==> config.mk <==
export PLATFORM = sky130hd
export DESIGN_NAME = wilder_rsi_tracker_top
export DESIGN_NICKNAME = d
export VERILOG_FILES = /design/src/rtl/wrsi_pkg.sv /design/src/rtl/wrsi_ctrl.sv /design/src/rtl/wrsi_datapath.sv /design/src/rtl/wilder_rsi_tracker_top.sv
export SDC_FILE = /design/constraint.sdc
export NUM_CORES = 2
export LEC_CHECK = 0
export ABC_AREA = 1
export BUFFER_PORTS_ARGS = -buffer_cell sky130_fd_sc_hd__buf_2
export CORE_ASPECT_RATIO = 1.5
export CORE_MARGIN = 4
export CORE_UTILIZATION = 58
export DETAILED_ROUTE_END_ITERATION = 8
export PLACE_DENSITY = 0.74
export RECOVER_POWER = 50
export SYNTH_ARGS = -nofsm -noshare
export SYNTH_HDL_FRONTEND = slang
export SYNTH_SLANG_ARGS = --single-unit
==> constraint.sdc <==
create_clock -name clk_i -period 6.09 [get_ports clk_i]
set_input_delay 0 -clock clk_i [delete_from_list [all_inputs] [get_ports clk_i]]
set_output_delay 0 -clock clk_i [all_outputs]
set_load 0.02 [all_outputs]
==> src/rtl/wrsi_pkg.sv <==
// Shared types, constants and width helpers for the Wilder RSI tracker.
`timescale 1ns / 1ps

package wrsi_pkg;

  localparam int PeriodDef    = 14;
  localparam int PriceBitsDef = 32;
  localparam int PricePortW   = 32;
  localparam int FracBits     = 16;
  localparam int RsiW         = 15;
  localparam int DivBits      = 4;   // quotient bits retired per divide cycle
  localparam int IdxW         = 4;

  localparam logic [RsiW-1:0] RSI_FULL = 15'd25600;
  localparam logic [RsiW-1:0] RSI_HALF = 15'd12800;

  // Width of the average registers, padded to a whole number of divide cycles.
  function automatic int calc_num_w(input int period, input int price_bits);
    int pw;
    int acc;
    pw  = (price_bits < PricePortW) ? price_bits : PricePortW;
    acc = pw + FracBits + $clog2(period);
    return ((acc + DivBits - 1) / DivBits) * DivBits;
  endfunction

  typedef struct packed {
    logic             capture;
    logic             accum;
    logic             smooth;
    logic             div_step;
    logic             ratio_init;
    logic             ratio_add;
    logic             add_bit;
    logic             ratio_sub;
    logic             ratio_done;
    logic             set_full;
    logic             out_load;
  } wrsi_cmd_t;

  typedef struct packed {
    logic rem_ge;
    logic loss_zero;
  } wrsi_status_t;

endpackage

==> src/rtl/wrsi_ctrl.sv <==
// Sequencer for the RSI tracker: seeding, divide and ratio steps, output slot.
`timescale 1ns / 1ps

module wrsi_ctrl import wrsi_pkg::*; #(
  parameter int PERIOD  = PeriodDef,
  parameter int DIV_CYC = calc_num_w(PERIOD, PriceBitsDef) / DivBits
) (
  input  logic         clk_i,
  input  logic         rst_ni,
  input  logic         in_valid_i,
  output logic         in_ready_o,
  output logic         out_valid_o,
  input  logic         out_ready_i,
  output logic         ready_res_o,
  output wrsi_cmd_t    cmd_o,
  input  wrsi_status_t status_i
);

  localparam int SeedW = $clog2(PERIOD + 1);
  localparam int CntW  = (DIV_CYC > 1) ? $clog2(DIV_CYC) : 1;

  localparam logic [2:0] S_IDLE   = 3'd0;
  localparam logic [2:0] S_UPDATE = 3'd1;
  localparam logic [2:0] S_DIVIDE = 3'd2;
  localparam logic [2:0] S_RINIT  = 3'd3;
  localparam logic [2:0] S_RADD   = 3'd4;
  localparam logic [2:0] S_RSUB   = 3'd5;
  localparam logic [2:0] S_FINISH = 3'd6;

  logic [2:0]       state_q, state_d;
  logic             have_last_q, have_last_d;
  logic             warmed_q, warmed_d;
  logic             smooth_q, smooth_d;
  logic [SeedW-1:0] seed_q, seed_d;
  logic [CntW-1:0]  div_cnt_q, div_cnt_d;
  logic [IdxW-1:0]  idx_q, idx_d;
  logic             out_valid_q, out_valid_d;
  logic             out_res_q, out_res_d;

  always_comb begin
    state_d     = state_q;
    have_last_d = have_last_q;
    warmed_d    = warmed_q;
    smooth_d    = smooth_q;
    seed_d      = seed_q;
    div_cnt_d   = div_cnt_q;
    idx_d       = idx_q;
    out_res_d   = out_res_q;
    out_valid_d = out_valid_q;
    cmd_o       = '0;
    if (out_ready_i) begin
      out_valid_d = 1'b0;
    end
    case (state_q)
      S_IDLE: begin
        if (in_valid_i) begin
          cmd_o.capture = 1'b1;
          have_last_d   = 1'b1;
          state_d       = have_last_q ? S_UPDATE : S_FINISH;
        end
      end
      S_UPDATE: begin
        cmd_o.accum  = 1'b1;
        cmd_o.smooth = warmed_q;
        smooth_d     = warmed_q;
        div_cnt_d    = CntW'(DIV_CYC - 1);
        if (warmed_q) begin
          state_d = S_DIVIDE;
        end else begin
          seed_d = seed_q + SeedW'(1);
          if (seed_q + SeedW'(1) == SeedW'(PERIOD)) begin
            warmed_d = 1'b1;
            state_d  = S_DIVIDE;
          end else begin
            state_d = S_FINISH;
          end
        end
      end
      S_DIVIDE: begin
        cmd_o.div_step = 1'b1;
        div_cnt_d      = div_cnt_q - CntW'(1);
        if (div_cnt_q == '0) begin
          state_d = smooth_q ? S_RINIT : S_FINISH;
        end
      end
      S_RINIT: begin
        if (status_i.loss_zero) begin
          cmd_o.set_full = 1'b1;
          state_d        = S_FINISH;
        end else begin
          cmd_o.ratio_init = 1'b1;
          idx_d            = IdxW'(RsiW - 1);
          state_d          = S_RADD;
        end
      end
      S_RADD: begin
        cmd_o.ratio_add = 1'b1;
        cmd_o.add_bit   = RSI_FULL[idx_q];
        state_d         = S_RSUB;
      end
      S_RSUB: begin
        if (status_i.rem_ge) begin
          cmd_o.ratio_sub = 1'b1;
        end else if (idx_q == '0) begin
          cmd_o.ratio_done = 1'b1;
          state_d          = S_FINISH;
        end else begin
          idx_d   = idx_q - IdxW'(1);
          state_d = S_RADD;
        end
      end
      S_FINISH: begin
        // hold the result until the output slot is free
        if (!out_valid_q || out_ready_i) begin
          cmd_o.out_load = 1'b1;
          out_valid_d    = 1'b1;
          out_res_d      = warmed_q;
          state_d        = S_IDLE;
        end
      end
      default: begin
        state_d = S_IDLE;
      end
    endcase
  end

  always_ff @(posedge clk_i or negedge rst_ni) begin
    if (!rst_ni) begin
      state_q     <= S_IDLE;
      have_last_q <= 1'b0;
      warmed_q    <= 1'b0;
      smooth_q    <= 1'b0;
      seed_q      <= '0;
      div_cnt_q   <= '0;
      idx_q       <= '0;
      out_valid_q <= 1'b0;
      out_res_q   <= 1'b0;
    end else begin
      state_q     <= state_d;
      have_last_q <= have_last_d;
      warmed_q    <= warmed_d;
      smooth_q    <= smooth_d;
      seed_q      <= seed_d;
      div_cnt_q   <= div_cnt_d;
      idx_q       <= idx_d;
      out_valid_q <= out_valid_d;
      out_res_q   <= out_res_d;
    end
  end

  assign in_ready_o  = (state_q == S_IDLE);
  assign out_valid_o = out_valid_q;
  assign ready_res_o = out_res_q;

endmodule

==> src/rtl/wrsi_datapath.sv <==
// Datapath: price change split, average update, divide by period, RSI ratio.
`timescale 1ns / 1ps

module wrsi_datapath import wrsi_pkg::*; #(
  parameter int PERIOD     = PeriodDef,
  parameter int PRICE_BITS = PriceBitsDef
) (
  input  logic                  clk_i,
  input  logic                  rst_ni,
  input  logic [PricePortW-1:0] price_i,
  input  wrsi_cmd_t             cmd_i,
  output wrsi_status_t          status_o,
  output logic [RsiW-1:0]       rsi_value_o
);

  localparam int PW    = (PRICE_BITS < PricePortW) ? PRICE_BITS : PricePortW;
  localparam int NUM_W = calc_num_w(PERIOD, PRICE_BITS);
  localparam int RMW   = $clog2(PERIOD) + 1;   // remainder of divide by period
  localparam int RW    = NUM_W + 3;            // ratio remainder, below 3x divisor
  localparam logic [NUM_W-1:0] PerM1 = NUM_W'(PERIOD - 1);
  localparam logic [RMW-1:0]   PerR  = RMW'(PERIOD);

  logic [PW-1:0]    last_q;
  logic [NUM_W-1:0] g_q, l_q;
  logic [NUM_W-1:0] gain_q, gain_d, loss_q, loss_d;
  logic [RMW-1:0]   rem_g_q, rem_g_d, rem_l_q, rem_l_d;
  logic [NUM_W:0]   c_q;
  logic [RW-1:0]    rrem_q;
  logic [RsiW-1:0]  quo_q;
  logic [RsiW-1:0]  rsi_q;
  logic [RsiW-1:0]  out_rsi_q;
  logic [PW-1:0]    p;
  logic [NUM_W-1:0] gain_step, loss_step;
  logic [RMW-1:0]   rem_g_step, rem_l_step;

  assign p = price_i[PW-1:0];

  // Shift-and-subtract by the period, DivBits quotient bits per cycle.
  // The quotient fills the numerator register from the bottom.
  always_comb begin
    gain_step  = gain_q;
    loss_step  = loss_q;
    rem_g_step = rem_g_q;
    rem_l_step = rem_l_q;
    for (int k = 0; k < DivBits; k++) begin
      rem_g_step = {rem_g_step[RMW-2:0], gain_step[NUM_W-1]};
      gain_step  = {gain_step[NUM_W-2:0], 1'b0};
      if (rem_g_step >= PerR) begin
        rem_g_step   = rem_g_step - PerR;
        gain_step[0] = 1'b1;
      end
      rem_l_step = {rem_l_step[RMW-2:0], loss_step[NUM_W-1]};
      loss_step  = {loss_step[NUM_W-2:0], 1'b0};
      if (rem_l_step >= PerR) begin
        rem_l_step   = rem_l_step - PerR;
        loss_step[0] = 1'b1;
      end
    end
  end

  always_comb begin
    gain_d  = gain_q;
    loss_d  = loss_q;
    rem_g_d = rem_g_q;
    rem_l_d = rem_l_q;
    if (cmd_i.accum) begin
      rem_g_d = '0;
      rem_l_d = '0;
      if (cmd_i.smooth) begin
        gain_d = NUM_W'(gain_q * PerM1) + g_q;
        loss_d = NUM_W'(loss_q * PerM1) + l_q;
      end else begin
        gain_d = gain_q + g_q;
        loss_d = loss_q + l_q;
      end
    end else if (cmd_i.div_step) begin
      gain_d  = gain_step;
      loss_d  = loss_step;
      rem_g_d = rem_g_step;
      rem_l_d = rem_l_step;
    end
  end

  always_ff @(posedge clk_i or negedge rst_ni) begin
    if (!rst_ni) begin
      last_q    <= '0;
      g_q       <= '0;
      l_q       <= '0;
      gain_q    <= '0;
      loss_q    <= '0;
      rem_g_q   <= '0;
      rem_l_q   <= '0;
      c_q       <= '0;
      rrem_q    <= '0;
      quo_q     <= '0;
      rsi_q     <= RSI_HALF;
      out_rsi_q <= RSI_HALF;
    end else begin
      gain_q  <= gain_d;
      loss_q  <= loss_d;
      rem_g_q <= rem_g_d;
      rem_l_q <= rem_l_d;
      if (cmd_i.capture) begin
        last_q <= p;
        if (p > last_q) begin
          g_q <= NUM_W'({p - last_q, {FracBits{1'b0}}});
          l_q <= '0;
        end else begin
          g_q <= '0;
          l_q <= NUM_W'({last_q - p, {FracBits{1'b0}}});
        end
      end
      if (cmd_i.ratio_init) begin
        c_q    <= {1'b0, gain_q} + {1'b0, loss_q};
        rrem_q <= '0;
        quo_q  <= '0;
      end
      if (cmd_i.ratio_add) begin
        rrem_q <= {rrem_q[RW-2:0], 1'b0} + (cmd_i.add_bit ? RW'(gain_q) : RW'(0));
        quo_q  <= {quo_q[RsiW-2:0], 1'b0};
      end
      if (cmd_i.ratio_sub) begin
        rrem_q <= rrem_q - RW'(c_q);
        quo_q  <= quo_q + RsiW'(1);
      end
      if (cmd_i.ratio_done) begin
        rsi_q <= quo_q;
      end
      if (cmd_i.set_full) begin
        rsi_q <= RSI_FULL;
      end
      if (cmd_i.out_load) begin
        out_rsi_q <= rsi_q;
      end
    end
  end

  assign status_o.rem_ge    = (rrem_q >= RW'(c_q));
  assign status_o.loss_zero = (loss_q == '0);
  assign rsi_value_o        = out_rsi_q;

endmodule

==> src/rtl/wilder_rsi_tracker_top.sv <==
// Top level of the Wilder RSI tracker: controller plus datapath.
`timescale 1ns / 1ps

// Usage: one unsigned price per input transfer (in_valid_i/in_ready_o,
// price_i); one result per input on the output channel (out_valid_o/
// out_ready_i, rsi_value_o in units of 1/256, ready_res_o once the first
// PERIOD changes are averaged). The first price after reset only records the
// previous price; results show 12800 (fifty) until the first smoothed step.
// One item is worked at a time; in_ready_o is high only while idle.
// Steps per item, input transfer to result registered:
//   first price            capture, then output load
//   seeding change         capture, average update, output load
//   seed-completing change as a seeding change, plus the divide of the
//                          averages by PERIOD, which runs 4 bits a cycle
//   smoothed change        as above, then the 15-step ratio divider, each
//                          bit an add step and then subtract steps until the
//                          remainder is below the divisor; no ratio when the average loss is zero.
// A result waits in the output register while the receiver stalls; the next
// input is taken meanwhile, and its result is held back until the slot frees.
// Reset (rst_ni low, asynchronous) clears all history and the output valid.

module wilder_rsi_tracker_top import wrsi_pkg::*; #(
  parameter int PERIOD     = PeriodDef,
  parameter int PRICE_BITS = PriceBitsDef
) (
  input  logic                  clk_i,
  input  logic                  rst_ni,
  input  logic                  in_valid_i,
  output logic                  in_ready_o,
  input  logic [PricePortW-1:0] price_i,
  output logic                  out_valid_o,
  input  logic                  out_ready_i,
  output logic [RsiW-1:0]       rsi_value_o,
  output logic                  ready_res_o
);

  localparam int DivCyc = calc_num_w(PERIOD, PRICE_BITS) / DivBits;

  wrsi_cmd_t    cmd;
  wrsi_status_t status;

  wrsi_ctrl #(
    .PERIOD  (PERIOD),
    .DIV_CYC (DivCyc)
  ) u_ctrl (
    .clk_i       (clk_i),
    .rst_ni      (rst_ni),
    .in_valid_i  (in_valid_i),
    .in_ready_o  (in_ready_o),
    .out_valid_o (out_valid_o),
    .out_ready_i (out_ready_i),
    .ready_res_o (ready_res_o),
    .cmd_o       (cmd),
    .status_i    (status)
  );

  wrsi_datapath #(
    .PERIOD     (PERIOD),
    .PRICE_BITS (PRICE_BITS)
  ) u_datapath (
    .clk_i       (clk_i),
    .rst_ni      (rst_ni),
    .price_i     (price_i),
    .cmd_i       (cmd),
    .status_o    (status),
    .rsi_value_o (rsi_value_o)
  );

endmodule
== After elaboration in Yosys (flattened, before gate mapping) ==
Memories as Yosys holds them, arrays and structs flattened.
Index checks and enable logic that the tools add are counted.

* Memories: 1
* Logic and storage cells: 160
* Output and inout bits: 18
* Bits in read-only memories: 16
* Flip-flop bits (word level): 421
* Bits of input ports: 36

{| class="wikitable"
|+ Memory list
! name !! words !! width !! read ports !! clocked after memory_dff !! write ports !! line !! text
|-
| (no name shown) || 16 || 1 || 1 || 0 || 0 || wrsi_ctrl.sv:98 || <nowiki>cmd_o.add_bit = RSI_FULL[idx_q];</nowiki>
|}

* Eq/ne operators: 13
* $lt $le $gt $ge: 11
* Bitwise gates (word level): 1
* Mux-type cells: 74
* Add/subtract/negate cells: 21
* Reductions and logical operators: 16
* $mul: 2

{| class="wikitable"
|+ Operators with widths
! kind !! number
|-
| 52-bit two-way mux || 7
|-
| 52-bit adder || 4
|-
| 55-bit two-way mux || 3
|-
| 52-bit by 4-bit multiplier with 52-bit output (second input constant) || 2
|-
| 48-bit two-way mux || 2
|-
| 15-bit two-way mux || 5
|-
| 32-bit subtractor || 2
|-
| 4-bit two-way mux || 15
|-
| 55-bit adder || 1
|-
| 55-bit by 53-bit >= comparator with 1-bit output || 1
|-
| 55-bit by 53-bit subtractor with 55-bit output || 1
|-
| 52-bit by 52-bit adder with 53-bit output || 1
|-
| 52-bit logical NOT || 1
|-
| 5-bit by 4-bit >= comparator with 1-bit output (second input constant) || 8
|-
| 32-bit > comparator || 1
|-
| 4-bit subtractor (second input constant) || 8
|-
| 1-bit two-way mux || 26
|-
| 3-bit two-way mux || 8
|-
| 3-bit case mux with 7 select lines || 1
|-
| 4-bit case mux with 2 select lines || 2
|-
| 15-bit by 1-bit adder with 15-bit output (second input constant) || 1
|-
| 2-bit two-way mux || 5
|-
| 3-bit == test (second input constant) || 3
|-
| 4-bit logical NOT || 2
|-
| other kinds (16) || 28
|}

== Logic depth before layout (Yosys ltp) ==
* Depth after elaboration: 10
* Gate-level depth with buffers: 29
* Gate-level depth less buffers: 29

== Modules after synthesis ==
From an unflattened synthesis, not the netlist that was laid out.

* Cell total of the unflattened synthesis: 6841
* Area, all modules: 47191.5 sq um

{| class="wikitable"
|+ Modules (own cells, without submodules)
! module !! cells an instance !! times used !! seq. area each (sq um) !! area an instance (sq um)
|-
| wrsi_datapath || 6677 || 1 || 9041.2 || 45860.2
|-
| wrsi_ctrl || 164 || 1 || 500.5 || 1331.3
|}

== Worst setup path before layout ==
Ideal clock, no wire load.

* Kind: register to register
* Start point: reg u_datapath.loss_q[22]
* End point: reg u_datapath.loss_q[46]
* Buffers on the path: 0
* Setup time: 0.130 ns
* Period minus slack after synthesis: 3.748 ns
* Cell stages (with the launch flop): 20
* Path slack: 2.342 ns
* Data arrival time: 3.618 ns
* Required time: 5.960 ns
* Cell sequence: dfrtp_1 -> inv_1 -> ha_1 -> fa_1 -> inv_1 -> fa_1 -> inv_1 -> ha_1 -> nand2_1 -> nand2_1 -> a31oi_1 -> o21ai_0 -> a21oi_1 -> nand3_1 -> a21o_1 -> or2_2 -> nand3_1 -> nand3_1 -> nand2_1 -> o21ai_0

* Word-level cells in the longest chain between the ends: 4
* Elaborated cells between the ends (all ways): 5
* Those cells by class: add/sub (2); mul (1); mux (2)

{| class="wikitable"
|+ Ends and longest elaborated chain
! what !! line !! text
|-
| start, declared || wrsi_datapath.sv:25 || <nowiki>logic [NUM_W-1:0] gain_q, gain_d, loss_q, loss_d;</nowiki>
|-
| start signal, assigned || wrsi_datapath.sv:100 || <nowiki>loss_q <= loss_d;</nowiki>
|-
| 52-bit by 4-bit multiplier with 52-bit output || wrsi_datapath.sv:71 || <nowiki>loss_d = NUM_W'(loss_q * PerM1) + l_q;</nowiki>
|-
| 52-bit adder || wrsi_datapath.sv:71 ||
|-
| 52-bit two-way mux (*) || wrsi_datapath.sv:69 || <nowiki>if (cmd_i.smooth) begin</nowiki>
|-
| 52-bit two-way mux (*) || wrsi_datapath.sv:66 || <nowiki>if (cmd_i.accum) begin</nowiki>
|}

Mark *: on every way between the ends. The rest lies on a longest branch, timed or not.
A chain may end at the register's enable or synchronous reset.

== Worst setup path after layout ==
* Start point: reg u_datapath.gain_q[31]
* End point: reg u_datapath.gain_q[45]

* Word-level cells in the longest chain between the ends: 4
* Elaborated cells between the ends (all ways): 5
* Those cells by class: add/sub (2); mul (1); mux (2)

{| class="wikitable"
|+ Ends and longest elaborated chain
! what !! line !! text
|-
| start, declared || wrsi_datapath.sv:25 ||
|-
| start signal, assigned || wrsi_datapath.sv:99 || <nowiki>gain_q <= gain_d;</nowiki>
|-
| 52-bit by 4-bit multiplier with 52-bit output || wrsi_datapath.sv:70 || <nowiki>gain_d = NUM_W'(gain_q * PerM1) + g_q;</nowiki>
|-
| 52-bit adder || wrsi_datapath.sv:70 ||
|-
| 52-bit two-way mux (*) || wrsi_datapath.sv:69 ||
|-
| 52-bit two-way mux (*) || wrsi_datapath.sv:66 ||
|}

Marked as above.

==> impl_metrics.py <==
metrics = {
    "status": {
        "outcome": "finished with violations",
        "violations": "capacitance limit, slew limit",
    },
    "critical_path": {
        "cp.arrival_ps": 5890,
        "end_kind": "register",
        "crit_buf_inv": 3,
        "critical-path-top-delay-family": "simple AND/OR/NAND/NOR gates",
        "cpMostUsedCell": "nand3_1",
        "critPathMaxFanout": 6,
        "worstPathRequired_ps": 6630,
        "critPathSlowestCell": "nor4_1",
        "max_stage_delay_ps": 910,
        "path_cells": "ha_1, fa_1, inv_1, fa_1, inv_1, ha_1, nand2_1, nor2_1, inv_1, nor4_1, nand3_1, nand3_1, nand2_1, nand3_1, or2_2, nand3_1, nand3_1, nand2_1, o21ai_0",
        "setup.worst_path.start_class": "register",
        "worstSetupPathType": "register to register",
    },
    "clock_tree": {
        "clock_path_buffers": 3,
        "cts_root_buf": "clkbuf_16",
        "ctsHoldBuffers": 35,
        "ctsResizeCount": 0,
        "clk_latency_ps": 660,
        "cts_tree": "yes",
        "clock-sinks": 381,
        "numCtsBuffers": 45,
        "path_clk_slew_ps": 60,
        "post_cts_buffers": 0,
        "cts_max_level": 2,
    },
    "min_path": {
        "hp-class": "input port to register",
    },
    "synth": {
        "synthCells": 6811,
        "synth.top_cells.by_area": "dfrtp_1 20%, ha_1 15%, nand2_1 9.8%",
        "syn-num-nets": 7566,
        "synth_mux_area_share_pct": 0.358,
        "syn_area_um2": 47200,
        "synth-adder-area-share_pct": 21.7,
        "yosysMostFrequentCell": "nand2_1",
        "yosysTopAreaCell": "dfrtp_1",
        "synth_edf_count": 0,
        "yosysTopAreaCellShare_pct": 19.9,
        "syn_avg_cell_area_um2": 6.93,
        "synth_top_family_by_area": "simple AND/OR/NAND/NOR gates",
        "ys_ff_latch": 381,
        "netlist-cell-type-count": 64,
        "synth_commonest_cells": "1,232 x nand2_1, 1,149 x inv_1, 646 x nor2_1",
        "synth-main-ff-cell": "dfrtp_1",
        "yosys.area_share.xor_xnor_pct": 4.12,
        "synth_compound_area_share_pct": 20.4,
        "yosysWarningCount": 0,
        "synth-seq-area-share_pct": 20.2,
        "async_flop_share_pct": 100,
        "synth-simple-area-share_pct": 22.5,
    },
    "floorplanning": {
        "start_util_pct": 58.8,
        "fp.coreArea_um2": 80200,
        "num_rows": 127,
        "die_w_um": 241,
        "die_h_um": 357,
        "fp.dieArea_um2": 86100,
        "ios": 54,
    },
    "grt": {
        "gr-total-overflow": 0,
        "grt_pass1_wl_um": 278000,
        "grt_max_degree": 128,
        "track_usage_pct": 41.9,
        "grt_pass1_vias": 48900,
        "antenna_found_initial": 4,
    },
    "drt": {
        "first_pass_iters": 6,
        "vias": 48700,
        "vias_per_cell": 6.16,
        "routedWlPerCell_um": 23.1,
        "drcViolationCount": 0,
        "drtIter0Drc": 4161,
        "finalWirelength_um": 182000,
        "antenna_left": 0,
    },
    "place": {
        "gp_congestion": 1.06,
        "io_buffers": 53,
        "hpwl_um": 149000,
    },
    "sta": {
        "fin_crit_ps": 5350,
        "worstMarginPinSlew_ps": 5140,
        "rsz0062_at_grt": "no",
        "relSlewSlack_pct": -243,
        "fmax_mhz": 187,
        "hold_viol": 0,
        "timing.final.crit_share_pct": 87.9,
        "setup-tns-final_ps": 0,
        "setup_violations": 0,
        "drv_slew": 107,
        "fin_skew_ps": 47.6,
    },
    "cells_and_area": {
        "nets": 7581,
        "syn_to_final_growth_pct": 6.59,
        "fin_util_pct": 62.7,
        "drive_gt1_share_pct": 4.79,
    },
    "flow_run": {
        "maxCapViolCount": 1,
    },
}
==> cell families after synthesis <==
kind of cell	after synthesis
and+or+nand+nor	2505
adders and majority gates	719
buffers and inverters	1316
muxes	15
AOI/OAI and AO/OA	1653
DFF	381
xor gates and xnor gates	222
==> metal layers <==
layer / GRT usage [%] / vias to the layer above / share of wire, %
li1: - / 22700 / -
met1: 44.9 / 22900 / 35
met2: 71.5 / 2223 / 47
met3: 7.21 / 789 / 7.0
met4: 35.0 / 0 / 11
met5: 0 / - / 0
==> worst register-to-register path, delay by kind of cell (launching register included) <==
| family | cells | cell delay, ps |
|---|---|---|
| and+or+nand+nor | 11 | 2520 |
| adders and majority gates | 4 | 1770 |
| DFF | 1 | 660 |
| buffers and inverters | 3 | 240 |
| AOI/OAI and AO/OA | 1 | 90 |
==> state kept, by name, summed over array words and instances (netlist names), 15 cells and up <==
| name | cells |
|---|---|
| u_datapath.c_q | 53 |
| u_datapath.g_q | 32 |
| u_datapath.gain_q | 52 |
| u_datapath.l_q | 32 |
| u_datapath.last_q | 32 |
| u_datapath.loss_q | 52 |
| u_datapath.quo_q | 15 |
| u_datapath.rrem_q | 55 |
| u_datapath.rsi_q | 15 |
| u_datapath.rsi_value_o | 15 |
==> final cells by class <==
| class | instances | area (µm²) |
|---|---|---|
| Inverter | 1171 | 4400 |
| Timing Repair Buffer | 113 | 840 |
| Clock buffer | 59 | 1250 |
| Sequential cell | 381 | 9540 |
| Clock inverter | 24 | 335 |
| Tap cell | 1032 | 1290 |
| Multi-Input combinational cell | 5114 | 32600 |
| Antenna cell | 4 | 10.0 |
| Fill cell | 7544 | 30000 |
==> metrics by stage <==
step	setup WS [ps]	std cells	area (µm²)	hold WS, ps
after detailed placement	1020	7776	48400	138
after floorplan	2340	6811	47200	-296
after global placement	964	7776	48400	123
final	736	7898	50300	182
after CTS	967	7894	50300	50.7
after global routing	413	7895	50300	232
==> cells in the final DEF, fill, tap and decap left out, drive strengths merged, types with 45 or more instances in the layout <==
master,count
nand2,1245
inv,1169
nor2,654
o21ai,598
a21oi,584
ha,552
dfrtp,375
nand3,313
fa,167
xor2,134
nand4,121
xnor2,88
a31oi,81
clkbuf,76
o22ai,75
o211ai,73
or2,71
buf,60
a21o,58
nor3,49
o21bai,45
==> path summary, 6_finish.rpt <==
path / startpoint / endpoint / slack (ps) / depth (start not counted)
worst max-delay path: u_datapath.gain_q[31] / u_datapath.gain_q[45] / 740 / 19
worst max register to register: u_datapath.gain_q[31] / u_datapath.gain_q[45] / 740 / 19
worst min register to register: u_datapath.c_q[0] / u_datapath.c_q[0] / 480 / 2
max in group asynchronous: rst_ni / u_datapath.l_q[26] / 1290 / 2
min in group asynchronous: rst_ni / u_datapath.rsi_value_o[7] / 1910 / 2
worst min-delay path: out_ready_i / u_ctrl.out_valid_o / 180 / 5
Power is left out: the tool's default activity adds up to more than one toggle a clock period on the data nets, which glitch-free logic cannot reach.
